[config.mk]
export PLATFORM = sky130hd
export DESIGN_NAME = ppc_csr
export DESIGN_NICKNAME = d
export VERILOG_FILES = /design/src/rtl/core/ppc_pkg.sv /design/src/rtl/core/ppc_csr.sv
export SDC_FILE = /design/constraint.sdc
export NUM_CORES = 1
export LEC_CHECK = 0
export BUFFER_PORTS_ARGS = -buffer_cell sky130_fd_sc_hd__buf_2
export CORE_UTILIZATION = 50
export CTS_CLUSTER_SIZE = 14
export DETAILED_ROUTE_END_ITERATION = 12
export PLACE_DENSITY = 0.88
export SLEW_MARGIN = 0
export SYNTH_ARGS = -nofsm -noshare
export SYNTH_HDL_FRONTEND = slang
export SYNTH_SLANG_ARGS = --single-unit
[constraint.sdc]
create_clock -name clock -period 2.1 [get_ports clock]
set_input_delay 0.315 -clock clock [delete_from_list [all_inputs] [get_ports clock]]
set_output_delay 0.315 -clock clock [all_outputs]
set_load 0.02 [all_outputs]
[src/rtl/core/ppc_pkg.sv]
// shared types, codes and helpers for the palette pixel compositor
`timescale 1ns / 1ps

package ppc_pkg;

   localparam int PALETTE_ENTRIES = 256;
   localparam int ADDRESS_BITS    = 24;

   localparam int COLOR_BITS   = 8;
   localparam int RGB_BITS     = 3 * COLOR_BITS;
   localparam int POS_BITS     = 12;
   localparam int SIZE_BITS    = 13;
   localparam int TRANSP_BITS  = 9;
   localparam int INDEX_BITS   = 8;
   localparam int OUT_ADDR_BITS = 24;
   localparam int PRODUCT_BITS = 2 * SIZE_BITS;
   localparam int CSR_INDEX_BITS = 3;
   localparam int CSR_DATA_BITS  = SIZE_BITS;

   localparam logic [SIZE_BITS-1:0]   SIZE_MAX     = 13'd4096;
   localparam logic [COLOR_BITS-1:0]  ALPHA_OPAQUE = 8'hFF;
   localparam logic [TRANSP_BITS-1:0] TRANSP_NONE  = 9'd256;

   typedef enum logic [1:0] {
      CMD_LOAD    = 2'd0,
      CMD_DRAW    = 2'd1,
      CMD_CLEAR   = 2'd2,
      CMD_RESTART = 2'd3
   } cmd_type;

   typedef enum logic [CSR_INDEX_BITS-1:0] {
      REG_ROW_STRIDE        = 3'd0,
      REG_SCREEN_WIDTH      = 3'd1,
      REG_SCREEN_HEIGHT     = 3'd2,
      REG_FRAME_LEFT        = 3'd3,
      REG_FRAME_TOP         = 3'd4,
      REG_FRAME_WIDTH       = 3'd5,
      REG_FRAME_HEIGHT      = 3'd6,
      REG_TRANSPARENT_INDEX = 3'd7
   } reg_index_type;

   typedef struct packed {
      cmd_type                 cmd;
      logic [INDEX_BITS-1:0]   pixel_index;
      logic [COLOR_BITS-1:0]   load_red;
      logic [COLOR_BITS-1:0]   load_green;
      logic [COLOR_BITS-1:0]   load_blue;
   } req_type;

   typedef struct packed {
      logic                     write_valid;
      logic [OUT_ADDR_BITS-1:0] write_address;
      logic [COLOR_BITS-1:0]    out_alpha;
      logic [COLOR_BITS-1:0]    out_red;
      logic [COLOR_BITS-1:0]    out_green;
      logic [COLOR_BITS-1:0]    out_blue;
      logic                     region_done;
   } rsp_type;

   typedef struct packed {
      logic [SIZE_BITS-1:0]   row_stride;
      logic [SIZE_BITS-1:0]   screen_width;
      logic [SIZE_BITS-1:0]   screen_height;
      logic [POS_BITS-1:0]    frame_left;
      logic [POS_BITS-1:0]    frame_top;
      logic [SIZE_BITS-1:0]   frame_width;
      logic [SIZE_BITS-1:0]   frame_height;
      logic [TRANSP_BITS-1:0] transparent_index;
   } cfg_type;

   typedef struct packed {
      logic                 write_valid;
      logic                 is_draw;
      logic                 region_done;
      logic                 black;
      logic [SIZE_BITS-1:0] srow;
      logic [SIZE_BITS-1:0] scol;
   } s1_type;

   typedef struct packed {
      logic                    write_valid;
      logic                    is_draw;
      logic                    region_done;
      logic [PRODUCT_BITS-1:0] product;
      logic [SIZE_BITS-1:0]    scol;
      logic [RGB_BITS-1:0]     color;
   } s2_type;

   function automatic logic [SIZE_BITS-1:0] clamp_size(input logic [SIZE_BITS-1:0] v);
      logic [SIZE_BITS-1:0] r;
      if (v == '0) begin
         r = SIZE_BITS'(1);
      end else if (v > SIZE_MAX) begin
         r = SIZE_MAX;
      end else begin
         r = v;
      end
      return r;
   endfunction

endpackage

[src/rtl/core/ppc_csr.sv]
// configuration registers, sizes stored already clamped
`timescale 1ns / 1ps

module ppc_csr (
   input  logic                                 clock,
   input  logic                                 reset,
   input  logic                                 csr_write_enable,
   input  logic [ppc_pkg::CSR_INDEX_BITS-1:0]   csr_index,
   input  logic [ppc_pkg::CSR_DATA_BITS-1:0]    csr_write_data,
   output ppc_pkg::cfg_type                     cfg
);

   ppc_pkg::cfg_type cfg_ff, cfg_in;

   always_comb begin
      cfg_in = cfg_ff;
      if (csr_write_enable) begin
         case (ppc_pkg::reg_index_type'(csr_index))
            ppc_pkg::REG_ROW_STRIDE:
               cfg_in.row_stride = ppc_pkg::clamp_size(csr_write_data);
            ppc_pkg::REG_SCREEN_WIDTH:
               cfg_in.screen_width = ppc_pkg::clamp_size(csr_write_data);
            ppc_pkg::REG_SCREEN_HEIGHT:
               cfg_in.screen_height = ppc_pkg::clamp_size(csr_write_data);
            ppc_pkg::REG_FRAME_LEFT:
               cfg_in.frame_left = csr_write_data[ppc_pkg::POS_BITS-1:0];
            ppc_pkg::REG_FRAME_TOP:
               cfg_in.frame_top = csr_write_data[ppc_pkg::POS_BITS-1:0];
            ppc_pkg::REG_FRAME_WIDTH:
               cfg_in.frame_width = ppc_pkg::clamp_size(csr_write_data);
            ppc_pkg::REG_FRAME_HEIGHT:
               cfg_in.frame_height = ppc_pkg::clamp_size(csr_write_data);
            ppc_pkg::REG_TRANSPARENT_INDEX:
               cfg_in.transparent_index = csr_write_data[ppc_pkg::TRANSP_BITS-1:0];
            default: begin
            end
         endcase
      end
   end

   always_ff @(posedge clock) begin
      if (reset) begin
         cfg_ff.row_stride        <= ppc_pkg::SIZE_BITS'(1);
         cfg_ff.screen_width      <= ppc_pkg::SIZE_BITS'(1);
         cfg_ff.screen_height     <= ppc_pkg::SIZE_BITS'(1);
         cfg_ff.frame_left        <= '0;
         cfg_ff.frame_top         <= '0;
         cfg_ff.frame_width       <= ppc_pkg::SIZE_BITS'(1);
         cfg_ff.frame_height      <= ppc_pkg::SIZE_BITS'(1);
         cfg_ff.transparent_index <= ppc_pkg::TRANSP_NONE;
      end else begin
         cfg_ff <= cfg_in;
      end
   end

   assign cfg = cfg_ff;

endmodule

==> flow_summary.ini <==
[outcome]
status = completed

[die]
die_w_um = 89.2
num_rows = 31
die_area_um2 = 7950
die_h_um = 89.2
start_util_pct = 52.1
io_pins = 117
core_area_um2 = 7290

[timing]
setup_tns_ns = 0
max_freq_ghz = 0.721
fin_crit_ns = 1.39
slew_headroom_pct = 31.8
drv_slew = 0
rsz0062_at_grt = false
hold_viol_final = 0
worst_slew_pin_slew_ns = 1.02
skew_ns = 0
setup_viol = 0
fin_crit_sh_pct = 66.1

[power_and_ir_drop]
cellPowerDensity_nw_per_um2 = 766
static-leakage-power_uw = 0.00210
ir_drop_mv = 0.470
finalPower_uw = 3550

[routing]
num_vias = 3264
vias_per_cell = 5.48
ant_nets = 0
drtIter0Drc = 182
drcViolationCount = 0
wl_per_cell_um = 15.8
dr.pass1.iters = 5
finalWirelength_mm = 9.44

[clock_tree]
cts_hold_buf = 0
cts_htree_levels = 3
clock_latency_ns = 0.36
cts_tree = built
cts_resized = 0
post_cts_buffers = 0
clkTransAtPathRegs_ns = 0.10
cts_buffer_depth = 2
cts-root-buf = clkbuf_8
cts_buffers = 9
clock-sinks = 98

[cells_and_area]
insertedDiodeCount = 0
largest_reg_flops = 98
area_growth_pct = 22.1
final_cells = 596
final_nets = 511
drive_above_1_share_pct = 31.8

[worst_setup_path]
cp.depth = 4
r2r_slack_ns = 1.41
worst_setup_path_start_kind = input pin
worstPathArrival_ns = 1.66
endpoint = cfg[93]
crit_fanout = 35
criticalPathCategory = in2reg
path_cells = buf_2, nor4_4, a31oi_4, o31ai_1
worstPathBufferInverterCount = 1
crit_path_end_kind = register
reg2reg_to = cfg[58]
startpoint = csr_write_data[0]
cp_top_family = compound AO/OA/AOI/OAI gates
reg2reg_depth = 2
required_ns = 2.37
critPathMaxStageDelay_ns = 0.44
cp_slowest_cell = a31oi_4
reg2reg_from = cfg[58]

[global_route]
grt_pass1_vias = 2772
grt_start_max_net_pins = 36
grt_overflow = 0
grt_pass1_wl_mm = 13.9
antenna_found_initial = 0
gr-usage-all-layers_pct = 23.5

[synth]
synth_area_leaders = dfxtp_1 52%, nand3b_1 7.1%, mux2i_1 6.6%, nand2_1 6.5%, o31ai_1 5.9%
yosysTopAreaCell = dfxtp_1
ys.flop_type = dfxtp_1
yosysSeqAreaShare_pct = 51.6
ys_seq_elements = 98
yosys_warnings = 0
avgSynthCellArea_um2 = 9.77
synthArstFlopShare_pct = 0
synth_area_um2 = 3800
ys_top_cells_by_count = 98 x dfxtp_1, 66 x nand2_1, 37 x a21oi_1
netlist_instances = 389
synth_edf_count = 0
syn-num-nets = 408
synth_top_area_share_pct = 51.6
ys_types = 25
synth_most_common_cell = dfxtp_1

[run]
max_cap_violations = 0

[place]
gp_congestion = 0.790
portBuffers = 116
dp.cells = 580
hpwlAfterDp_mm = 6.55

[worst_hold_path]
hp-class = in2reg
worst min-delay path: stages:
cell	delay [ns]
buf_2	0.14
nand2_1	0.06
a21oi_1	0.05
power by group:
part           total, uW  internal (uW)  leakage (uW)  switching [uW]
Clock               1350            681      0.000108             668
Sequential          1910           1890      0.000792            16.3
Combinational        298           94.5       0.00120             204
Total               3550           2660       0.00210             888
placed cells by master, fill, tap and decap left out, types with 4 or more instances in the layout:
cell	count
o31ai_2	10
a21oi_1	37
clkbuf_8	9
dfxtp_1	98
nand2_1	66
buf_4	10
buf_2	116
o31ai_1	30
nand3b_1	36
nand2b_1	6
mux2i_1	25
nor2b_1	4
nor2_1	25
worst min path at each step:
stage | from | to | slack [ns] | cells past startpoint
after floorplan | csr_write_data[8] | cfg[8] | 0.44 | 2
after global placement | cfg[40] | cfg[40] | 0.44 | 2
after detailed placement | cfg[52] | cfg[52] | 0.44 | 2
after CTS | csr_write_data[3] | cfg[50] | 0.23 | 3
after global routing | csr_write_data[3] | cfg[3] | 0.23 | 3
final | csr_write_data[3] | cfg[3] | 0.24 | 3
cells by family after synthesis:
group	after synthesis	synth area share, %
AOI/OAI and AO/OA	79	14.8
DFF	98	51.6
muxes	25	6.59
buffers and inverters	35	4.38
and+or+nand+nor	152	22.6
routing by layer:
metal	vias up	wire [um]	part of all wire, %	global-route usage, %
li1	1561	-	-	-
met1	1559	4060	43	29.8
met2	129	4540	48	38.7
met3	15	679	7.2	6.37
met4	0	168	1.8	8.23
met5	-	0	0	0
layout make-up:
class	instances	area, um2
inverters	1	3.75
flip-flops and latches	98	1960
repair buffers	126	656
fillers	646	2650
multi-input cells	256	1670
clock inverters	7	100
clock buffers	9	124
well taps	99	124
per-stage QoR:
stage	utilization, %	setup WS, ns	hold slack [ns]	instance area (um2)
2_1_floorplan	-	0.711	0.436	3800
3_3_place_gp	60.6	0.366	0.440	4420
3_5_place_dp	60.6	0.333	0.444	4420
4_1_cts	63.6	0.720	0.226	4640
5_1_grt	63.6	0.594	0.229	4640
6_report	63.6	0.712	0.239	4640
No activity file was read; power rests on OpenSTA's default activity.
