$ cat src/rtl/core/ppc_pkg.sv
// shared types, codes and helpers for the palette pixel compositor
`timescale 1ns / 1ps

package ppc_pkg;

   localparam int PALETTE_ENTRIES = 256;
   localparam int ADDRESS_BITS    = 24;

   localparam int COLOR_BITS   = 8;
   localparam int RGB_BITS     = 3 * COLOR_BITS;
   localparam int POS_BITS     = 12;
   localparam int SIZE_BITS    = 13;
   localparam int TRANSP_BITS  = 9;
   localparam int INDEX_BITS   = 8;
   localparam int OUT_ADDR_BITS = 24;
   localparam int PRODUCT_BITS = 2 * SIZE_BITS;
   localparam int CSR_INDEX_BITS = 3;
   localparam int CSR_DATA_BITS  = SIZE_BITS;

   localparam logic [SIZE_BITS-1:0]   SIZE_MAX     = 13'd4096;
   localparam logic [COLOR_BITS-1:0]  ALPHA_OPAQUE = 8'hFF;
   localparam logic [TRANSP_BITS-1:0] TRANSP_NONE  = 9'd256;

   typedef enum logic [1:0] {
      CMD_LOAD    = 2'd0,
      CMD_DRAW    = 2'd1,
      CMD_CLEAR   = 2'd2,
      CMD_RESTART = 2'd3
   } cmd_type;

   typedef enum logic [CSR_INDEX_BITS-1:0] {
      REG_ROW_STRIDE        = 3'd0,
      REG_SCREEN_WIDTH      = 3'd1,
      REG_SCREEN_HEIGHT     = 3'd2,
      REG_FRAME_LEFT        = 3'd3,
      REG_FRAME_TOP         = 3'd4,
      REG_FRAME_WIDTH       = 3'd5,
      REG_FRAME_HEIGHT      = 3'd6,
      REG_TRANSPARENT_INDEX = 3'd7
   } reg_index_type;

   typedef struct packed {
      cmd_type                 cmd;
      logic [INDEX_BITS-1:0]   pixel_index;
      logic [COLOR_BITS-1:0]   load_red;
      logic [COLOR_BITS-1:0]   load_green;
      logic [COLOR_BITS-1:0]   load_blue;
   } req_type;

   typedef struct packed {
      logic                     write_valid;
      logic [OUT_ADDR_BITS-1:0] write_address;
      logic [COLOR_BITS-1:0]    out_alpha;
      logic [COLOR_BITS-1:0]    out_red;
      logic [COLOR_BITS-1:0]    out_green;
      logic [COLOR_BITS-1:0]    out_blue;
      logic                     region_done;
   } rsp_type;

   typedef struct packed {
      logic [SIZE_BITS-1:0]   row_stride;
      logic [SIZE_BITS-1:0]   screen_width;
      logic [SIZE_BITS-1:0]   screen_height;
      logic [POS_BITS-1:0]    frame_left;
      logic [POS_BITS-1:0]    frame_top;
      logic [SIZE_BITS-1:0]   frame_width;
      logic [SIZE_BITS-1:0]   frame_height;
      logic [TRANSP_BITS-1:0] transparent_index;
   } cfg_type;

   typedef struct packed {
      logic                 write_valid;
      logic                 is_draw;
      logic                 region_done;
      logic                 black;
      logic [SIZE_BITS-1:0] srow;
      logic [SIZE_BITS-1:0] scol;
   } s1_type;

   typedef struct packed {
      logic                    write_valid;
      logic                    is_draw;
      logic                    region_done;
      logic [PRODUCT_BITS-1:0] product;
      logic [SIZE_BITS-1:0]    scol;
      logic [RGB_BITS-1:0]     color;
   } s2_type;

   function automatic logic [SIZE_BITS-1:0] clamp_size(input logic [SIZE_BITS-1:0] v);
      logic [SIZE_BITS-1:0] r;
      if (v == '0) begin
         r = SIZE_BITS'(1);
      end else if (v > SIZE_MAX) begin
         r = SIZE_MAX;
      end else begin
         r = v;
      end
      return r;
   endfunction

endpackage

$ cat src/rtl/core/ppc_emit.sv
// row multiply stage, address add and the result register
`timescale 1ns / 1ps

module ppc_emit #(
   parameter int ADDRESS_BITS = ppc_pkg::ADDRESS_BITS
) (
   input  logic                                clock,
   input  logic                                reset,
   input  logic [ppc_pkg::SIZE_BITS-1:0]       row_stride,
   input  logic                                s1_valid,
   input  ppc_pkg::s1_type                     s1,
   input  logic [ppc_pkg::RGB_BITS-1:0]        palette_color,
   output logic                                s2_en,
   output logic                                rsp_valid,
   input  logic                                rsp_stall,
   output ppc_pkg::rsp_type                    rsp_payload
);

   localparam int PRB  = ppc_pkg::PRODUCT_BITS;
   localparam int SumBits = PRB + 1;
   localparam int OAB  = ppc_pkg::OUT_ADDR_BITS;
   localparam logic [OAB-1:0] AddrKeep =
      (ADDRESS_BITS >= OAB) ? '1 : OAB'((64'd1 << ADDRESS_BITS) - 64'd1);

   logic             s2_v_ff, s2_v_in;
   ppc_pkg::s2_type  s2_ff, s2_in;
   logic             rsp_valid_ff, rsp_valid_in;
   ppc_pkg::rsp_type rsp_ff, rsp_in;
   logic             out_en;
   logic [SumBits-1:0] sum;
   logic             draw_write;

   assign out_en = !rsp_valid_ff || !rsp_stall;
   assign s2_en  = !s2_v_ff || out_en;

   always_comb begin
      s2_v_in           = s2_en ? s1_valid : s2_v_ff;
      s2_in.write_valid = s1.write_valid;
      s2_in.is_draw     = s1.is_draw;
      s2_in.region_done = s1.region_done;
      s2_in.product     = PRB'(s1.srow) * PRB'(row_stride);
      s2_in.scol        = s1.scol;
      s2_in.color       = s1.black ? '0 : palette_color;
   end

   assign sum        = {1'b0, s2_ff.product} + SumBits'(s2_ff.scol);
   assign draw_write = s2_ff.write_valid && s2_ff.is_draw;

   always_comb begin
      rsp_valid_in          = out_en ? s2_v_ff : rsp_valid_ff;
      rsp_in.write_valid    = s2_ff.write_valid;
      rsp_in.write_address  = s2_ff.write_valid ? (sum[OAB-1:0] & AddrKeep) : '0;
      rsp_in.out_alpha      = draw_write ? ppc_pkg::ALPHA_OPAQUE : '0;
      rsp_in.out_red        = draw_write ? s2_ff.color[23:16] : '0;
      rsp_in.out_green      = draw_write ? s2_ff.color[15:8] : '0;
      rsp_in.out_blue       = draw_write ? s2_ff.color[7:0] : '0;
      rsp_in.region_done    = s2_ff.region_done;
   end

   always_ff @(posedge clock) begin
      if (reset) begin
         s2_v_ff      <= 1'b0;
         rsp_valid_ff <= 1'b0;
      end else begin
         s2_v_ff      <= s2_v_in;
         rsp_valid_ff <= rsp_valid_in;
      end
   end

   always_ff @(posedge clock) begin
      if (s2_en) begin
         s2_ff <= s2_in;
      end
      if (out_en) begin
         rsp_ff <= rsp_in;
      end
   end

   assign rsp_valid   = rsp_valid_ff;
   assign rsp_payload = rsp_ff;

endmodule

$ cat config.mk
export PLATFORM = sky130hd
export DESIGN_NAME = ppc_emit
export DESIGN_NICKNAME = d
export VERILOG_FILES = /design/src/rtl/core/ppc_pkg.sv /design/src/rtl/core/ppc_emit.sv
export SDC_FILE = /design/constraint.sdc
export NUM_CORES = 1
export LEC_CHECK = 0
export BUFFER_PORTS_ARGS = -buffer_cell sky130_fd_sc_hd__buf_2
export CAP_MARGIN = 20
export CORE_ASPECT_RATIO = 1.75
export CORE_UTILIZATION = 35
export DETAILED_ROUTE_END_ITERATION = 12
export PLACE_DENSITY = 0.52
export SYNTH_ARGS = -nofsm -noshare
export SYNTH_HDL_FRONTEND = slang
export SYNTH_SLANG_ARGS = --single-unit
$ cat constraint.sdc
create_clock -name clock -period 5.2 [get_ports clock]
set_input_delay 0.26 -clock clock [delete_from_list [all_inputs] [get_ports clock]]
set_output_delay 0.26 -clock clock [all_outputs]
set_load 0.01 [all_outputs]
==> results.txt, run 1 <==
Status -> finished, final reports clean
CTS H-Tree Depth -> 4
Gate Count Post-Synth -> 965
Final hold violation count -> 0
Synth Area in Adders -> 0.3290
Worst-skew pair later-pin latency -> 0.41 ns
Global-route wire length before repair -> 36040 um
Row cnt -> 82
Mux cell area share after synthesis -> 0.002939
Fillcell total -> 2812
Post-DR vias/cell -> 4.568
Post-route DRC -> 0
Die ar. -> 29900 um^2
Critical path class -> in -> reg
Pre-CTS setup slack -> -0.2161 ns
Synth Area in Simple Gates -> 0.1617
Worst reg2reg path endpoint -> rsp_payload[47]
Seq pwr share -> 0.234
Worst-case clock buffer depth -> 2
Seq cells post-synth -> 117
Main synth FF type -> edfxtp_1
Hold Path End -> s2_ff[25]
Maximum clock rate -> 202.9 MHz
Final net count -> 1396
WL final -> 21660 um
Placed Cells incl. Taps -> 1485
Clock share of power -> 0.150
Worst min path class -> in -> reg
Vias in the first global route -> 7459
Synth Area in Compound Gates -> 0.05524
CP Capture Type -> flip-flop
Worst-case reg-to-reg path depth -> 10
Switch Pwr -> 2.538 mW
Clock-pin slew on the worst setup and hold paths -> 0.05 ns
Clock Sinks -> 117
Most frequent cells in the layout -> 166 x inv_1, 130 x buf_2, 121 x fa_1
Net Count, Synth -> 1232
Initial antenna violation count -> 0
Gpl congestion -> 0.8485
Drt first pass iters -> 4
R2R Setup Slk -> 2.60 ns
CTS tree -> yes
Final setup viols -> 0
Dpl hpwl -> 18610 um
I/O pin count -> 131
Post-DRT Antenna Nets -> 0
CORE AREA -> 28630 um^2
CP max FO -> 12
Largest family of logic cells by synthesized area -> adder cells
VDD IR max -> 0.3378 mV
Lkg Pwr -> 5.950 nW
Hold path start -> s1[1]
Pins Over Slew Limit -> 0
PwrDens -> 532.3 nW/um^2
Hold depth -> 1
Initial Util -> 0.3569
Clock root cell -> clkbuf_16
Slew Limit Headroom -> 0.4011
Reg-to-reg startpoint -> s2_ff[37]
Worst setup margin -> 0.2706 ns
Syn Area/Cell -> 10.59 um^2
Final Critical Period -> 4.929 ns
Total track usage -> 0.1533
Post-synth EDFFs -> 115
Post-synth top area share -> 0.3380
Yosys warning count -> 0
Combinational power share -> 0.616
Switch share -> 0.3929
Largest net degree at the start of global routing -> 67
Post-CTS setup buffers -> 0
Seq/Total Area, Yosys -> 0.3419
DR iter-0 viols -> 137
Max cap viols -> 0
Aggregate global routing overflow -> 0
Area grow syn2layout -> 18.80%
P_int -> 3.922 mW
Clock Skew -> 0.007984 ns
Synth unique cells -> 46
Die Wd -> 131.2 um
Final period utilization -> 0.9480
RSZ-0062 raised after global routing -> false
Commonest non-fill, non-tap cell in the layout -> inv_1
Layout Cells excl Fill -> 1519
Via Count -> 6939
CP Launch Type -> input port
Routed wire per std cell -> 14.26 um
Xor and xnor area share after synthesis -> 0.02915
Ys async rst share -> 0
Clock buffer count from CTS -> 17
Number of antenna diodes -> 0
WP data arrival -> 5.08 ns
Die Height -> 228.0 um
Worst EP required -> 5.35 ns
Share of cells above drive strength 1 -> 0.1911
Synthesized area -> 10220 um^2
Overall power -> 6.460 mW
Slew at the pin closest to its max-slew limit -> 0.8983 ns
Synth area leaders -> edfxtp_1 34%, fa_1 24%, ha_1 9.2%, inv_1 6.1%, and2_1 5.5%
# port buffers -> 130
Area leader, netlist -> edfxtp_1
[flip-flops by register name, indices dropped and copies added, names as in the netlist]
| name | count |
|---|---|
| rsp_in | 2 |
| rsp_payload | 51 |
| rsp_valid | 1 |
| s2_ff | 62 |
| s2_v_ff | 1 |
[power groups by stage]
stage               clock [mW]  sequential [mW]  combinational [mW]
CTS                       1.00             1.51                4.06
floorplan                    0             1.55                2.80
finish                   0.969             1.51                3.98
detailed placement           0             1.53                4.03
global route              1.03             1.53                4.56
global placement             0             1.52                3.98
[timing repair]
| item | 4_1_cts | 5_1_grt |
|---|---|---|
| gates resized for setup | 0 | 1 |
| endpoints found under the setup margin | 0 | 1 |
| hold buffers | 3 | 0 |
| endpoints found under the hold margin | 4 | 0 |
[cells by family after synthesis]
group | count (synthesis)
multiplexers | 3
buffers and inverters | 211
AO/OA/AOI/OAI | 87
AND/OR/NAND/NOR | 317
flip-flops | 117
adder cells (fa/ha/maj) | 196
XOR/XNOR | 34
[per-stage QoR]
stage	hold WS, ns	TNS (ns)	area, um^2	utilization
4_1_cts	0.002492	0	12140	0.4240
3_3_place_gp	0.4015	-0.4225	11610	0.4055
3_5_place_dp	0.4172	-0.6218	11610	0.4055
5_1_grt	0.01538	0	12140	0.4240
6_report	0.02969	0	12140	0.4240
2_1_floorplan	0.3291	0	10220	-
[Yosys cell counts (7+ instances only)]
| library cell | count |
|---|---|
| o21ai_0 | 12 |
| nand2b_1 | 7 |
| and2_1 | 90 |
| nor2b_1 | 29 |
| xnor2_1 | 23 |
| buf_4 | 7 |
| nor2_1 | 25 |
| xor2_1 | 11 |
| a21o_1 | 13 |
| nor3_1 | 8 |
| o21a_1 | 7 |
| nand3_1 | 9 |
| nand2_1 | 105 |
| edfxtp_1 | 115 |
| a21oi_1 | 30 |
| and3_1 | 31 |
| ha_1 | 75 |
| fa_1 | 121 |
| inv_1 | 166 |
| clkbuf_1 | 37 |
[final cells by class]
class                   count  area (um^2)  area share
clock buffers              18        429.2     0.03536
clock inverters            13        68.82    0.005670
inverters                 167        626.9     0.05165
multi-input cells         637         5919      0.4877
flip-flops and latches    117         3493      0.2878
well taps                 378        473.0     0.03897
repair buffers            189         1126     0.09278
[metal layers]
metal | wire length [um] | global-route usage
met1 | 7677 | 0.1450
met2 | 12660 | 0.3157
met5 | 0 | 0
met3 | 735 | 0.02511
met4 | 588 | 0.06176
[worst max-delay path, stage by stage]
cell,delay [ns]
buf_2,0.17
and2_1,0.20
fa_1,0.53
inv_1,0.05
fa_1,0.47
inv_1,0.05
fa_1,0.48
fa_1,0.54
inv_1,0.05
fa_1,0.47
inv_1,0.04
ha_1,0.32
a21o_1,0.21
o21a_1,0.19
a31o_1,0.23
a31o_1,0.26
and4b_1,0.19
or3_1,0.37
[worst max path at each step]
stage                              from   endpoint  slack, ns  cells after the start
final                     row_stride[1]  s2_ff[57]       0.27                     18
after global routing             s1[20]  s2_ff[60]       0.02                     20
after CTS                        s1[20]  s2_ff[60]       0.23                     20
after detailed placement         s1[20]  s2_ff[60]      -0.22                     20
after global placement           s1[21]  s2_ff[57]      -0.14                     20
after floorplan                  s1[21]  s2_ff[57]       0.01                     18
(Power assumes the default switching activity.)
==> inputs of run 2 (changes only) <==
GPL_TIMING_DRIVEN = 0   (was default)
HOLD_SLACK_MARGIN = 0.03   (was default)
==> run 2 against run 1 <==
Core utilization fell by 0.43 points. Final cell count fell by 1.4%. Global-route usage rose by 0.24 points. Cell area fell by 1.0%. Die area did not move.
==> results.txt, run 2 (synthesis results as in run 1) <==
Status -> finished, final reports clean (unchanged)
Area of the multi-input gates -> 5939 um^2 (was 5919 um^2)
Final net count -> 1374 (was 1396)
CP Launch Type -> input port (unchanged)
Final Critical Period -> 5.001 ns (was 4.929 ns)
# port buffers -> 130 (unchanged)
DR iter-0 viols -> 158 (was 137)
Total track usage -> 0.1556 (was 0.1533)
Pre-CTS setup slack -> -0.6407 ns (was -0.2161 ns)
Post-DR vias/cell -> 4.621 (was 4.568)
Die ar. -> 29900 um^2 (unchanged)
Largest register by flop count -> s2_ff (unchanged)
Fin area -> 12010 um^2 (was 12140 um^2)
Clock Skew -> 0.006820 ns (was 0.007984 ns)
Drt first pass iters -> 4 (unchanged)
Final setup viols -> 0 (unchanged)
Final hold violation count -> 0 (unchanged)
Fillcell total -> 2807 (was 2812)
RSZ-0062 raised after global routing -> false (unchanged)
Die Height -> 228.0 um (unchanged)
Post-route DRC -> 0 (unchanged)
Worst EP required -> 5.35 ns (about the same)
CTS H-Tree Depth -> 4 (unchanged)
Number of antenna diodes -> 0 (unchanged)
WL final -> 21770 um (was 21660 um)
Aggregate global routing overflow -> 0 (unchanged)
Clock root cell -> clkbuf_16 (unchanged)
Die Wd -> 131.2 um (unchanged)
Post-DRT Antenna Nets -> 0 (unchanged)
Pins Over Slew Limit -> 0 (unchanged)
Critical path class -> in -> reg (unchanged)
Slew Limit Headroom -> 0.4016 (was 0.4011)
Area grow syn2layout -> 17.60% (was 18.80%)
Max reg flops -> 62 (unchanged)
Clock-pin slew on the worst setup and hold paths -> 0.05 ns (about the same)
Max cap viols -> 0 (unchanged)
PwrDens -> 525.1 nW/um^2 (was 532.3 nW/um^2)
WP data arrival -> 5.15 ns (was 5.08 ns)
CP max FO -> 10 (was 12)
Clock Sinks -> 117 (unchanged)
Initial Util -> 0.3569 (unchanged)
Dpl hpwl -> 19430 um (was 18610 um)
Clock buffer count from CTS -> 17 (unchanged)
Commonest non-fill, non-tap cell in the layout -> inv_1 (unchanged)
Post-place instance area -> 11370 um^2 (was 11610 um^2)
Worst setup margin -> 0.1990 ns (was 0.2706 ns)
Most frequent cells in the layout -> 166 x inv_1, 131 x buf_2, 121 x fa_1 (was 166 x inv_1, 130 x buf_2, 121 x fa_1)
Final period utilization -> 0.9617 (was 0.9480)
Worst-case clock buffer depth -> 2 (unchanged)
CORE AREA -> 28630 um^2 (unchanged)
I/O pin count -> 131 (unchanged)
Worst-skew pair later-pin latency -> 0.41 ns (about the same)
Maximum clock rate -> 200.0 MHz (was 202.9 MHz)
Share of cells above drive strength 1 -> 0.1635 (was 0.1911)
VDD IR max -> 0.2903 mV (was 0.3378 mV)
Lkg Pwr -> 5.832 nW (was 5.950 nW)
Initial antenna violation count -> 0 (unchanged)
Setup TNS -> 0 ns (unchanged)
Vias in the first global route -> 7458 (was 7459)
CP Capture Type -> flip-flop (unchanged)
CTS tree -> yes (unchanged)
Via Count -> 6918 (was 6939)
Routed wire per std cell -> 14.54 um (was 14.26 um)
Global-route wire length before repair -> 36160 um (was 36040 um)
Row cnt -> 82 (unchanged)
Slew at the pin closest to its max-slew limit -> 0.8976 ns (was 0.8983 ns)
Gpl congestion -> 0.8665 (was 0.8485)
Reg area -> 3493 um^2 (unchanged)
Worst min path class -> in -> reg (unchanged)
Largest net degree at the start of global routing -> 67 (unchanged)
run 2: power breakdown:
| group | switching [mW] | leakage [nW] | internal, mW |
|---|---|---|---|
| clock | 0.381 | 0.287 | 0.740 |
| combinational | 2.06 | 4.24 | 1.62 |
| sequential | 0.0885 | 1.30 | 1.42 |
run 2: worst max-delay path: stages:
cell and delay (ns):
buf_2 0.11, buf_4 0.18, and2_1 0.17, fa_1 0.53, inv_1 0.05, fa_1 0.47
inv_1 0.05, fa_1 0.50, fa_1 0.55, inv_1 0.05, fa_1 0.47, inv_1 0.04
ha_2 0.29, a21o_1 0.19, a21oi_1 0.14, o21ai_0 0.10, a31o_1 0.23, a31o_4 0.25
and4b_1 0.18, or3_1 0.36
run 2: path summary, 6_finish.rpt:
check	startpoint	end	slack, ns	cells past startpoint
worst max-delay path	s1[23]	s2_ff[57]	0.20	20
worst min-delay path	s1[4]	s2_ff[28]	0.05	1
worst max register to register	s2_ff[37]	rsp_payload[47]	2.56	10
worst min register to register	rsp_in[0]	rsp_payload[0]	0.43	0
run 2: layout make-up:
cell class                      count  share of cell area
Buffer                             26             0.01166
Clock buffer                       19             0.03603
Clock inverter                     12             0.01146
Inverter                          167             0.05218
Multi-Input combinational cell    637              0.4944
Sequential cell                   117              0.2908
Tap cell                          378             0.03937
Timing Repair Buffer              141             0.06415
run 2: through the flow:
stage / hold WS [ns] / total power [mW] / instances / utilization
after floorplan: 0.3291 / 4.345 / 965 / -
after global placement: 0.4013 / 5.115 / 1473 / 0.3961
after detailed placement: 0.4159 / 5.196 / 1474 / 0.3974
after CTS: 0.03766 / 6.352 / 1500 / 0.4193
after global routing: 0.04040 / 6.932 / 1497 / 0.4197
final: 0.05386 / 6.309 / 1497 / 0.4197
run 2: what timing repair did:
| item | CTS | global route |
|---|---|---|
| gates resized for setup | 8 | 11 |
| pin swaps | 0 | 2 |
| hold buffers | 10 | 0 |
| hold endpoints to repair | 11 | 0 |
| endpoints found under the setup margin | 5 | 5 |
| buffers inserted | 0 | 0 |
run 2: routing by layer:
metal  global-route usage  wire length (um)
met5                    0                 0
met4              0.05809               483
met3              0.02378               655
met2               0.3258             12850
met1               0.1455              7774
