$ cat src/rtl/core/ppc_pkg.sv
// shared types, codes and helpers for the palette pixel compositor
`timescale 1ns / 1ps

package ppc_pkg;

   localparam int PALETTE_ENTRIES = 256;
   localparam int ADDRESS_BITS    = 24;

   localparam int COLOR_BITS   = 8;
   localparam int RGB_BITS     = 3 * COLOR_BITS;
   localparam int POS_BITS     = 12;
   localparam int SIZE_BITS    = 13;
   localparam int TRANSP_BITS  = 9;
   localparam int INDEX_BITS   = 8;
   localparam int OUT_ADDR_BITS = 24;
   localparam int PRODUCT_BITS = 2 * SIZE_BITS;
   localparam int CSR_INDEX_BITS = 3;
   localparam int CSR_DATA_BITS  = SIZE_BITS;

   localparam logic [SIZE_BITS-1:0]   SIZE_MAX     = 13'd4096;
   localparam logic [COLOR_BITS-1:0]  ALPHA_OPAQUE = 8'hFF;
   localparam logic [TRANSP_BITS-1:0] TRANSP_NONE  = 9'd256;

   typedef enum logic [1:0] {
      CMD_LOAD    = 2'd0,
      CMD_DRAW    = 2'd1,
      CMD_CLEAR   = 2'd2,
      CMD_RESTART = 2'd3
   } cmd_type;

   typedef enum logic [CSR_INDEX_BITS-1:0] {
      REG_ROW_STRIDE        = 3'd0,
      REG_SCREEN_WIDTH      = 3'd1,
      REG_SCREEN_HEIGHT     = 3'd2,
      REG_FRAME_LEFT        = 3'd3,
      REG_FRAME_TOP         = 3'd4,
      REG_FRAME_WIDTH       = 3'd5,
      REG_FRAME_HEIGHT      = 3'd6,
      REG_TRANSPARENT_INDEX = 3'd7
   } reg_index_type;

   typedef struct packed {
      cmd_type                 cmd;
      logic [INDEX_BITS-1:0]   pixel_index;
      logic [COLOR_BITS-1:0]   load_red;
      logic [COLOR_BITS-1:0]   load_green;
      logic [COLOR_BITS-1:0]   load_blue;
   } req_type;

   typedef struct packed {
      logic                     write_valid;
      logic [OUT_ADDR_BITS-1:0] write_address;
      logic [COLOR_BITS-1:0]    out_alpha;
      logic [COLOR_BITS-1:0]    out_red;
      logic [COLOR_BITS-1:0]    out_green;
      logic [COLOR_BITS-1:0]    out_blue;
      logic                     region_done;
   } rsp_type;

   typedef struct packed {
      logic [SIZE_BITS-1:0]   row_stride;
      logic [SIZE_BITS-1:0]   screen_width;
      logic [SIZE_BITS-1:0]   screen_height;
      logic [POS_BITS-1:0]    frame_left;
      logic [POS_BITS-1:0]    frame_top;
      logic [SIZE_BITS-1:0]   frame_width;
      logic [SIZE_BITS-1:0]   frame_height;
      logic [TRANSP_BITS-1:0] transparent_index;
   } cfg_type;

   typedef struct packed {
      logic                 write_valid;
      logic                 is_draw;
      logic                 region_done;
      logic                 black;
      logic [SIZE_BITS-1:0] srow;
      logic [SIZE_BITS-1:0] scol;
   } s1_type;

   typedef struct packed {
      logic                    write_valid;
      logic                    is_draw;
      logic                    region_done;
      logic [PRODUCT_BITS-1:0] product;
      logic [SIZE_BITS-1:0]    scol;
      logic [RGB_BITS-1:0]     color;
   } s2_type;

   function automatic logic [SIZE_BITS-1:0] clamp_size(input logic [SIZE_BITS-1:0] v);
      logic [SIZE_BITS-1:0] r;
      if (v == '0) begin
         r = SIZE_BITS'(1);
      end else if (v > SIZE_MAX) begin
         r = SIZE_MAX;
      end else begin
         r = v;
      end
      return r;
   endfunction

endpackage

$ cat src/rtl/core/ppc_locate.sv
// position stepper, transparency and clip decisions, first pipeline register
`timescale 1ns / 1ps

module ppc_locate #(
   parameter int PALETTE_ENTRIES = ppc_pkg::PALETTE_ENTRIES
) (
   input  logic              clock,
   input  logic              reset,
   input  ppc_pkg::cfg_type  cfg,
   input  logic              req_valid,
   input  ppc_pkg::req_type  req_payload,
   input  logic              s1_en,
   output logic              s1_valid,
   output ppc_pkg::s1_type   s1
);

   localparam int SB = ppc_pkg::SIZE_BITS;
   localparam int PB = ppc_pkg::POS_BITS;

   logic [PB-1:0]  column_pos_ff, column_pos_in;
   logic [PB-1:0]  row_pos_ff, row_pos_in;
   logic           s1_v_ff, s1_v_in;
   ppc_pkg::s1_type s1_ff, s1_in;

   logic           take;
   logic           is_draw, is_clear, is_pixel;
   logic [SB-1:0]  col, row, col_next, row_next, scol, srow;
   logic           last, transparent, on_screen;

   assign take     = req_valid && s1_en;
   assign is_draw  = (req_payload.cmd == ppc_pkg::CMD_DRAW);
   assign is_clear = (req_payload.cmd == ppc_pkg::CMD_CLEAR);
   assign is_pixel = is_draw || is_clear;

   // position may sit outside a rectangle shrunk since the last step
   assign col = (SB'(column_pos_ff) >= cfg.frame_width)  ? '0 : SB'(column_pos_ff);
   assign row = (SB'(row_pos_ff)    >= cfg.frame_height) ? '0 : SB'(row_pos_ff);
   assign col_next = col + SB'(1);
   assign row_next = row + SB'(1);
   assign scol = SB'(cfg.frame_left) + col;
   assign srow = SB'(cfg.frame_top) + row;
   assign last = (col_next == cfg.frame_width) && (row_next == cfg.frame_height);

   assign transparent = ({1'b0, req_payload.pixel_index} == cfg.transparent_index);
   assign on_screen   = (scol < cfg.screen_width) && (srow < cfg.screen_height);

   always_comb begin
      column_pos_in = column_pos_ff;
      row_pos_in    = row_pos_ff;
      if (take) begin
         if (req_payload.cmd == ppc_pkg::CMD_RESTART) begin
            column_pos_in = '0;
            row_pos_in    = '0;
         end else if (is_pixel) begin
            if (col_next < cfg.frame_width) begin
               column_pos_in = col_next[PB-1:0];
               row_pos_in    = row[PB-1:0];
            end else begin
               column_pos_in = '0;
               row_pos_in    = (row_next < cfg.frame_height) ? row_next[PB-1:0] : '0;
            end
         end
      end
   end

   always_comb begin
      s1_v_in           = s1_en ? req_valid : s1_v_ff;
      s1_in.is_draw     = is_draw;
      s1_in.region_done = is_pixel && last;
      s1_in.write_valid = (is_draw && !transparent) || (is_clear && on_screen);
      s1_in.black       = ({1'b0, req_payload.pixel_index} >=
                           (ppc_pkg::INDEX_BITS + 1)'(PALETTE_ENTRIES));
      s1_in.srow        = srow;
      s1_in.scol        = scol;
   end

   always_ff @(posedge clock) begin
      if (reset) begin
         column_pos_ff <= '0;
         row_pos_ff    <= '0;
         s1_v_ff       <= 1'b0;
      end else begin
         column_pos_ff <= column_pos_in;
         row_pos_ff    <= row_pos_in;
         s1_v_ff       <= s1_v_in;
      end
   end

   always_ff @(posedge clock) begin
      if (s1_en) begin
         s1_ff <= s1_in;
      end
   end

   assign s1_valid = s1_v_ff;
   assign s1       = s1_ff;

endmodule

$ cat config.mk
export PLATFORM = sky130hd
export DESIGN_NAME = ppc_locate
export DESIGN_NICKNAME = d
export VERILOG_FILES = /design/src/rtl/core/ppc_pkg.sv /design/src/rtl/core/ppc_locate.sv
export SDC_FILE = /design/constraint.sdc
export NUM_CORES = 1
export LEC_CHECK = 0
export ABC_AREA = 1
export BUFFER_PORTS_ARGS = -buffer_cell sky130_fd_sc_hd__buf_2
export CAP_MARGIN = 20
export CORE_MARGIN = 2
export CORE_UTILIZATION = 44
export CTS_CLUSTER_SIZE = 25
export DETAILED_ROUTE_END_ITERATION = 16
export MAX_ROUTING_LAYER = met4
export PLACE_DENSITY_LB_ADDON = 0.05
export SYNTH_ARGS = -nofsm -noshare
export SYNTH_HDL_FRONTEND = slang
export SYNTH_SLANG_ARGS = --single-unit
$ cat constraint.sdc
create_clock -name clock -period 4.3 [get_ports clock]
set_clock_uncertainty 0.05 [all_clocks]
set_input_delay 0.43 -clock clock [delete_from_list [all_inputs] [get_ports clock]]
set_output_delay 0.43 -clock clock [all_outputs]
set_load 0.005 [all_outputs]
==> out/qor.json, run 1 <==
{
  "grt_antenna_before_repair": 1,
  "whs_path_depth": 3,
  "final-setup-viol-count": 0,
  "initial_core_util": 0.454,
  "overflow": 0,
  "ctsRootBufferMaster": "clkbuf_16",
  "yosys_most_used_dff": "edfxtp_1",
  "cts_tree": "built",
  "syn2layout_area_growth_pct": 23.6,
  "total_leakage_power_uw": 0.00371,
  "timing.final.crit_share": 0.950,
  "die_width_microns": 118,
  "cts-hold-fix-buffers": 0,
  "ctsHtreeMaxLevel": 2,
  "worstPathRequired_ns": 4.43,
  "combinationalPowerShare": 0.194,
  "clock_sink_count": 54,
  "report.final.slew_viol_count": 0,
  "period_needed_ns": 4.08,
  "synth-seq-area-share": 0.239,
  "pin_count_of_the_biggest_net_entering_global_routing": 31,
  "crit_path_start_kind": "flop",
  "number_of_filler_cells_placed_in_the_layout": 1258,
  "drtIter0Drc": 244,
  "yosys.cell_types.count": 48,
  "tightest_slew_ns": 0.610,
  "route.detailed.wl_per_inst_microns": 14.0,
  "drive_gt1_frac": 0.250,
  "area_inside_the_core_boundary_sq_mm": 0.0127,
  "max-vdd-ir-drop_mv": 0.133,
  "post_dp_cell_area_sq_mm": 0.00683,
  "timing.setup.critical_path_class": "reg -> reg",
  "synthArstFlopShare": 0,
  "finish.net_count": 1181,
  "power_frac_clock": 0.374,
  "switchingPower_uw": 362,
  "internal_power_consumption_uw": 951,
  "syn_area_sq_mm": 0.00575,
  "grt_use_total": 0.233,
  "ys_seq_elements": 54,
  "hold_path.class": "in -> reg",
  "i_o_pin_count": 167,
  "sequentialPowerShare": 0.431,
  "gpl.final_weighted_congestion": 0.904,
  "avgViaCountPerCell": 5.00,
  "cp-end-kind": "flop",
  "cap_viol_max_count": 0,
  "final_hold_viol_count": 0,
  "outcome": "complete, no violations",
  "place.port_buffers": 128,
  "clkLatencyLatePin_ns": 0.31,
  "via_count_of_the_first_global_routing_pass": 5416,
  "fp-row-count": 41,
  "report.power.total_uw": 1310,
  "drcViolationCount": 0,
  "yosysWarnings": 0,
  "area.sequential_sq_mm": 0.00138,
  "drt-total-wl_mm": 15.6,
  "power_switching_share": 0.276,
  "first_pass_iters": 4,
  "multiInputGateArea_sq_mm": 0.00382,
  "synthesis.area_per_instance_sq_um": 7.43,
  "max_freq_mhz": 245,
  "grt_pass1_wl_mm": 25.7,
  "worst_r2r_path_depth": 24,
  "finish.instance_area_sq_mm": 0.00710,
  "dieHeight_microns": 118,
  "synthesis.nets": 1015,
  "synth_edf_count": 29,
  "dp_hpwl_mm": 13.0,
  "number_of_buffers_added_by_the_clock_tree_synthesis_step": 5,
  "cts_max_path_buffers": 2,
  "worst_slew_margin_rel": 0.593,
  "critPathMaxFanout": 10,
  "drt.antenna.violating_nets": 0,
  "power_density_mw_per_mm2": 185,
  "netlist_instances": 773,
  "dieArea_sq_mm": 0.0140,
  "timing.critical_path.arrival_ns": 4.21,
  "worst_setup_hold_path_clk_slew_ns": 0.08,
  "routed-via-count": 5568
}
cell usage after synthesis (4+ instances only):
cell	count	area [sq um]
a21oi_1	73	365
a22oi_1	12	90.1
a31oi_1	4	25.0
and2_1	11	68.8
clkbuf_1	5	18.8
dfxtp_1	25	500
edfxtp_1	29	871
ha_1	104	1300
inv_1	147	552
nand2_1	132	495
nand2_2	8	50.1
nand3_1	34	170
nand4_1	25	156
nor2_1	51	191
nor2_4	6	67.6
nor3_1	6	30.0
o21ai_0	23	115
xnor2_1	13	114
xor2_1	15	131
through the flow:
stage	utilization	setup TNS [ns]	std cells	setup slack [ns]	hold slack, ns
after global placement	0.539	-0.0312	1101	-0.0312	0.403
after floorplan	-	0	773	0.246	0.405
after CTS	0.553	0	1109	0.0514	0.374
after detailed placement	0.539	-0.342	1101	-0.126	0.410
after global routing	0.561	-0.184	1113	-0.0449	0.388
final	0.561	0	1113	0.216	0.386
power by group through the flow:
stage | Combinational, uW | Sequential, uW | Clock (uW)
5_1_grt | 292 | 568 | 527
6_report | 255 | 566 | 492
4_1_cts | 255 | 566 | 509
3_3_place_gp | 245 | 578 | 0
2_1_floorplan | 132 | 581 | 0
3_5_place_dp | 254 | 578 | 0
timing repair:
| item | in CTS | in global routing |
|---|---|---|
| gates resized for setup | 0 | 30 |
| setup buffers | 0 | 3 |
| endpoints found under the setup margin | 0 | 26 |
metal layers:
layer / wire length [microns] / GRT usage / vias to the layer above
li1: - / - / 2918
met1: 7590 / 0.305 / 2514
met2: 7100 / 0.384 / 128
met3: 738 / 0.0357 / 8
met4: 127 / 0.0444 / 0
met5: 0 / - / -
layout by cell type (no fill, tap or decap), types with 5 or more instances in the layout:
master       n
edfxtp_1    29
and2_1      11
nor2_4       9
buf_2      128
inv_1      147
nand4_1     25
o21ai_1      7
dfxtp_2      8
dfxtp_1     17
nor2_2       5
ha_1       102
a21oi_1     69
nor2_1      45
xnor2_1     13
nand3_1     34
o21ai_0     18
a22oi_1     12
nor3_1       5
buf_4       41
nand2_2      8
nand2_1    132
a21oi_2      6
xor2_1      15
clkbuf_16    5
state kept, by name (all words and copies together), names as in the netlist:
name and flops:
column_pos_ff 12, s1 29, s1_valid 1, row_pos_ff 12
path summary, 6_finish.rpt:
kind | from | endpoint | slack, ns
worst max-delay path | column_pos_ff[11] | s1[29] | 0.22
worst min-delay path | req_valid | s1_valid | 0.39
worst max register to register | column_pos_ff[11] | s1[29] | 0.22
worst min register to register | s1_valid | s1_valid | 0.41
layout make-up:
cell class / count / area share
Antenna cell: 1 / 0.000352
Multi-Input combinational cell: 559 / 0.538
Tap cell: 172 / 0.0303
Inverter: 150 / 0.0793
Sequential cell: 54 / 0.194
Clock buffer: 5 / 0.0176
Timing Repair Buffer: 169 / 0.133
Clock inverter: 3 / 0.00616
critical path: stages (launching register included):
cell       delay [ns]
dfxtp_1          0.33
ha_1             0.32
inv_1            0.06
nor3_2           0.22
nand2_1          0.07
nor2_1           0.18
nor2_4           0.07
nand2_4          0.13
nor2_2           0.07
ha_1             0.21
fa_1             0.41
a21oi_1          0.23
o21ai_1          0.14
a21oi_1          0.14
o21ai_0          0.10
xor2_1           0.17
inv_1            0.09
ha_1             0.30
nand2_1          0.06
inv_1            0.03
o21ai_0          0.14
nand4_1          0.14
nand4_1          0.10
o2111ai_1        0.11
nand2_1          0.08
logic make-up (layout without fill, tap and decap cells):
group                    count (synthesis)  in the layout  synth area share
adder cells (fa/ha/maj)                106            106             0.233
flip-flops                              54             54             0.239
buffers and inverters                  160            327             0.108
XOR/XNOR                                28             28            0.0427
AND/OR/NAND/NOR                        296            296             0.250
other                                    1              2          0.000653
AO/OA/AOI/OAI                          128            128             0.127
Power figures use the tool's default switching activity.
==> inputs of run 2 (changes only) <==
--- a/config.mk
+++ b/config.mk
@@ -9,7 +9,7 @@
 export BUFFER_PORTS_ARGS = -buffer_cell sky130_fd_sc_hd__buf_2
 export CAP_MARGIN = 20
 export CORE_MARGIN = 2
-export CORE_UTILIZATION = 44
+export CORE_UTILIZATION = 40
 export CTS_CLUSTER_SIZE = 25
 export DETAILED_ROUTE_END_ITERATION = 16
 export MAX_ROUTING_LAYER = met4
==> out/qor.json, run 2 (same netlist as run 1, synthesis figures left out) <==
{
  "drcViolationCount": {"value": 0, "change": "unchanged"},
  "max_freq": {"value": 245, "unit": "MHz", "change": "about the same"},
  "antenna-diode-count": {"value": 0, "change": "-1"},
  "cp-end-kind": "flop",
  "clock_sink_count": {"value": 54, "change": "unchanged"},
  "number_of_buffers_added_by_the_clock_tree_synthesis_step": {"value": 5, "change": "unchanged"},
  "grt_setup_unrepaired": "true",
  "ctsRootBufferMaster": "clkbuf_16",
  "pin_count_of_the_biggest_net_entering_global_routing": {"value": 31, "change": "unchanged"},
  "overflow": {"value": 0, "change": "unchanged"},
  "timing.final.crit_share": {"value": 0.951, "change": "about the same"},
  "critPathLaunch": "column_pos_ff[11]",
  "syn2layout_area_growth_pct": 30.3,
  "final_hold_viol_count": {"value": 0, "change": "unchanged"},
  "post_dp_cell_area": {"value": 0.00707, "unit": "sq mm", "change": "+3.4%"},
  "timing.setup.critical_path_class": "reg -> reg",
  "dieHeight": {"value": 124, "unit": "microns", "change": "+4.7%"},
  "cap_viol_max_count": {"value": 0, "change": "unchanged"},
  "ctsHtreeMaxLevel": {"value": 2, "change": "unchanged"},
  "power_density": {"value": 170, "unit": "mW/mm^2", "change": "-8.2%"},
  "tightest_slew": {"value": 0.614, "unit": "ns", "change": "+0.00382 ns"},
  "min_from": "req_valid",
  "drt.antenna.violating_nets": {"value": 0, "change": "unchanged"},
  "outcome": "complete, no violations",
  "whs_path_depth": {"value": 3, "change": "unchanged"},
  "avgViaCountPerCell": {"value": 4.96, "change": "-0.90%"},
  "clkLatencyLatePin": {"value": 0.31, "unit": "ns", "change": "about the same"},
  "finish.net_count": {"value": 1218, "change": "+3.1%"},
  "finish.instance_area": {"value": 0.00749, "unit": "sq mm", "change": "+5.4%"},
  "drive_gt1_frac": {"value": 0.300, "change": "+0.0499"},
  "worst_r2r_path_depth": {"value": 25, "change": "+4.2%"},
  "mostFrequentLayoutCell": "inv_1",
  "critPathMaxFanout": {"value": 6, "change": "-4"},
  "dp_hpwl": {"value": 13.4, "unit": "mm", "change": "+3.4%"},
  "worst_slew_margin_rel": {"value": 0.591, "change": "-0.00255"},
  "layout_common_cells": "inv_1, nand2_1, buf_2, ha_1, buf_4",
  "gpl.final_weighted_congestion": {"value": 0.918, "change": "+1.6%"},
  "worstPathRequired": {"value": 4.42, "unit": "ns", "change": "about the same"},
  "fp-row-count": {"value": 43, "change": "+4.9%"},
  "initial_core_util": {"value": 0.412, "change": "-0.0411"},
  "via_count_of_the_first_global_routing_pass": {"value": 5408, "change": "-0.15%"},
  "largest_register_ffs": {"value": 29, "change": "unchanged"},
  "grt_pass1_wl": {"value": 25.3, "unit": "mm", "change": "-1.4%"},
  "dieArea": {"value": 0.0153, "unit": "sq mm", "change": "+9.6%"},
  "die_width": {"value": 124, "unit": "microns", "change": "+4.7%"},
  "worst_setup_hold_path_clk_slew": {"value": 0.08, "unit": "ns", "change": "about the same"},
  "period_needed": {"value": 4.09, "unit": "ns", "change": "+0.00341 ns"},
  "drtIter0Drc": {"value": 276, "change": "+13%"},
  "total_leakage_power": {"value": 0.00387, "unit": "uW", "change": "+4.5%"},
  "cts_tree": "built",
  "grt_antenna_before_repair": {"value": 0, "change": "-1"},
  "placement_setup_slack": {"value": -0.163, "unit": "ns", "change": "-0.0375 ns"},
  "cts_max_path_buffers": {"value": 2, "change": "unchanged"},
  "first_pass_iters": {"value": 5, "change": "+1"},
  "final-setup-viol-count": {"value": 0, "change": "unchanged"},
  "finalWorstSetupSlack": {"value": 0.212, "unit": "ns", "change": "-0.00341 ns"},
  "drt-total-wl": {"value": 16.3, "unit": "mm", "change": "+4.7%"},
  "place.port_buffers": {"value": 128, "change": "unchanged"},
  "hold_path.class": "in -> reg",
  "reg2reg_from": "column_pos_ff[11]",
  "area_inside_the_core_boundary": {"value": 0.0139, "unit": "sq mm", "change": "+10%"},
  "crit_path_start_kind": "flop",
  "report.final.slew_viol_count": {"value": 0, "change": "unchanged"},
  "i_o_pin_count": {"value": 167, "change": "unchanged"},
  "routed-via-count": {"value": 5736, "change": "+3.0%"},
  "max-vdd-ir-drop": {"value": 0.138, "unit": "mV", "change": "+3.3%"},
  "grt_use_total": {"value": 0.219, "change": "-0.0146"},
  "route.detailed.wl_per_inst": {"value": 14.1, "unit": "microns", "change": "+0.71%"},
  "timing.critical_path.arrival": {"value": 4.21, "unit": "ns", "change": "about the same"}
}
## run 2: cell count changes in the layout (fill, tap and decap cells not counted), moves of 3 or more
cell     delta
a21oi_1     -3
a21oi_2     +3
buf_4      +34
buf_6       +3
nand2_1     -4
nand2_2     +4
## run 2: worst paths after layout
path | end | slack, ns
setup / recovery | s1[29] | 0.21
hold reg to reg | s1_valid | 0.41
hold / removal | s1_valid | 0.38
setup reg to reg | s1[29] | 0.21
## run 2: routing by layer
metal | GRT usage | vias to the layer above | wire length [microns]
met5 | - | - | 0
met4 | 0.0568 | 0 | 294
met3 | 0.0334 | 24 | 880
met2 | 0.355 | 152 | 7330
met1 | 0.285 | 2572 | 7780
li1 | - | 2988 | -
## run 2: critical path: stages (launching register included)
cell	delay, ns
dfxtp_4	0.36
ha_4	0.27
inv_2	0.04
nor3_4	0.22
nand2_1	0.09
nor2_2	0.15
nor2_4	0.06
nand2_4	0.08
buf_6	0.12
buf_4	0.14
nor2_1	0.08
ha_1	0.34
inv_2	0.08
nor4_2	0.23
nand2_1	0.09
nand2_1	0.06
nand2_1	0.07
a21oi_2	0.16
a21oi_1	0.09
o21bai_1	0.25
ha_1	0.29
nand2_1	0.07
nand3b_1	0.09
nor3_2	0.23
o2111ai_2	0.14
nand2_1	0.08
## run 2: repair_timing
action,CTS,global route
setup endpoints to repair,0,25
setup buffers,0,10
hold buffers,0,0
resized for setup,0,60
## run 2: layout make-up
| class | count | area, sq um |
|---|---|---|
| clock inverters | 2 | 15.0 |
| repair buffers | 206 | 1240 |
| fillers | 1409 | 6450 |
| inverters | 150 | 563 |
| flip-flops and latches | 54 | 1380 |
| well taps | 180 | 225 |
| multi-input cells | 559 | 3940 |
| clock buffers | 6 | 129 |
## run 2: report_power, final
group	switching, uW	total (uW)	internal (uW)
clock network	213	430	217
logic	150	274	124
registers	4.41	566	561
total	367	1270	903
## run 2: through the flow
stage | TNS, ns | hold slack [ns] | util | total power (uW) | cells
final | 0 | 0.379 | 0.537 | 1270 | 1157
after floorplan | 0 | 0.405 | - | 713 | 773
after detailed placement | -2.59 | 0.405 | 0.507 | 841 | 1139
after global placement | -1.73 | 0.405 | 0.507 | 834 | 1139
after global routing | -0.126 | 0.390 | 0.537 | 1340 | 1157
after CTS | 0 | 0.374 | 0.518 | 1280 | 1147
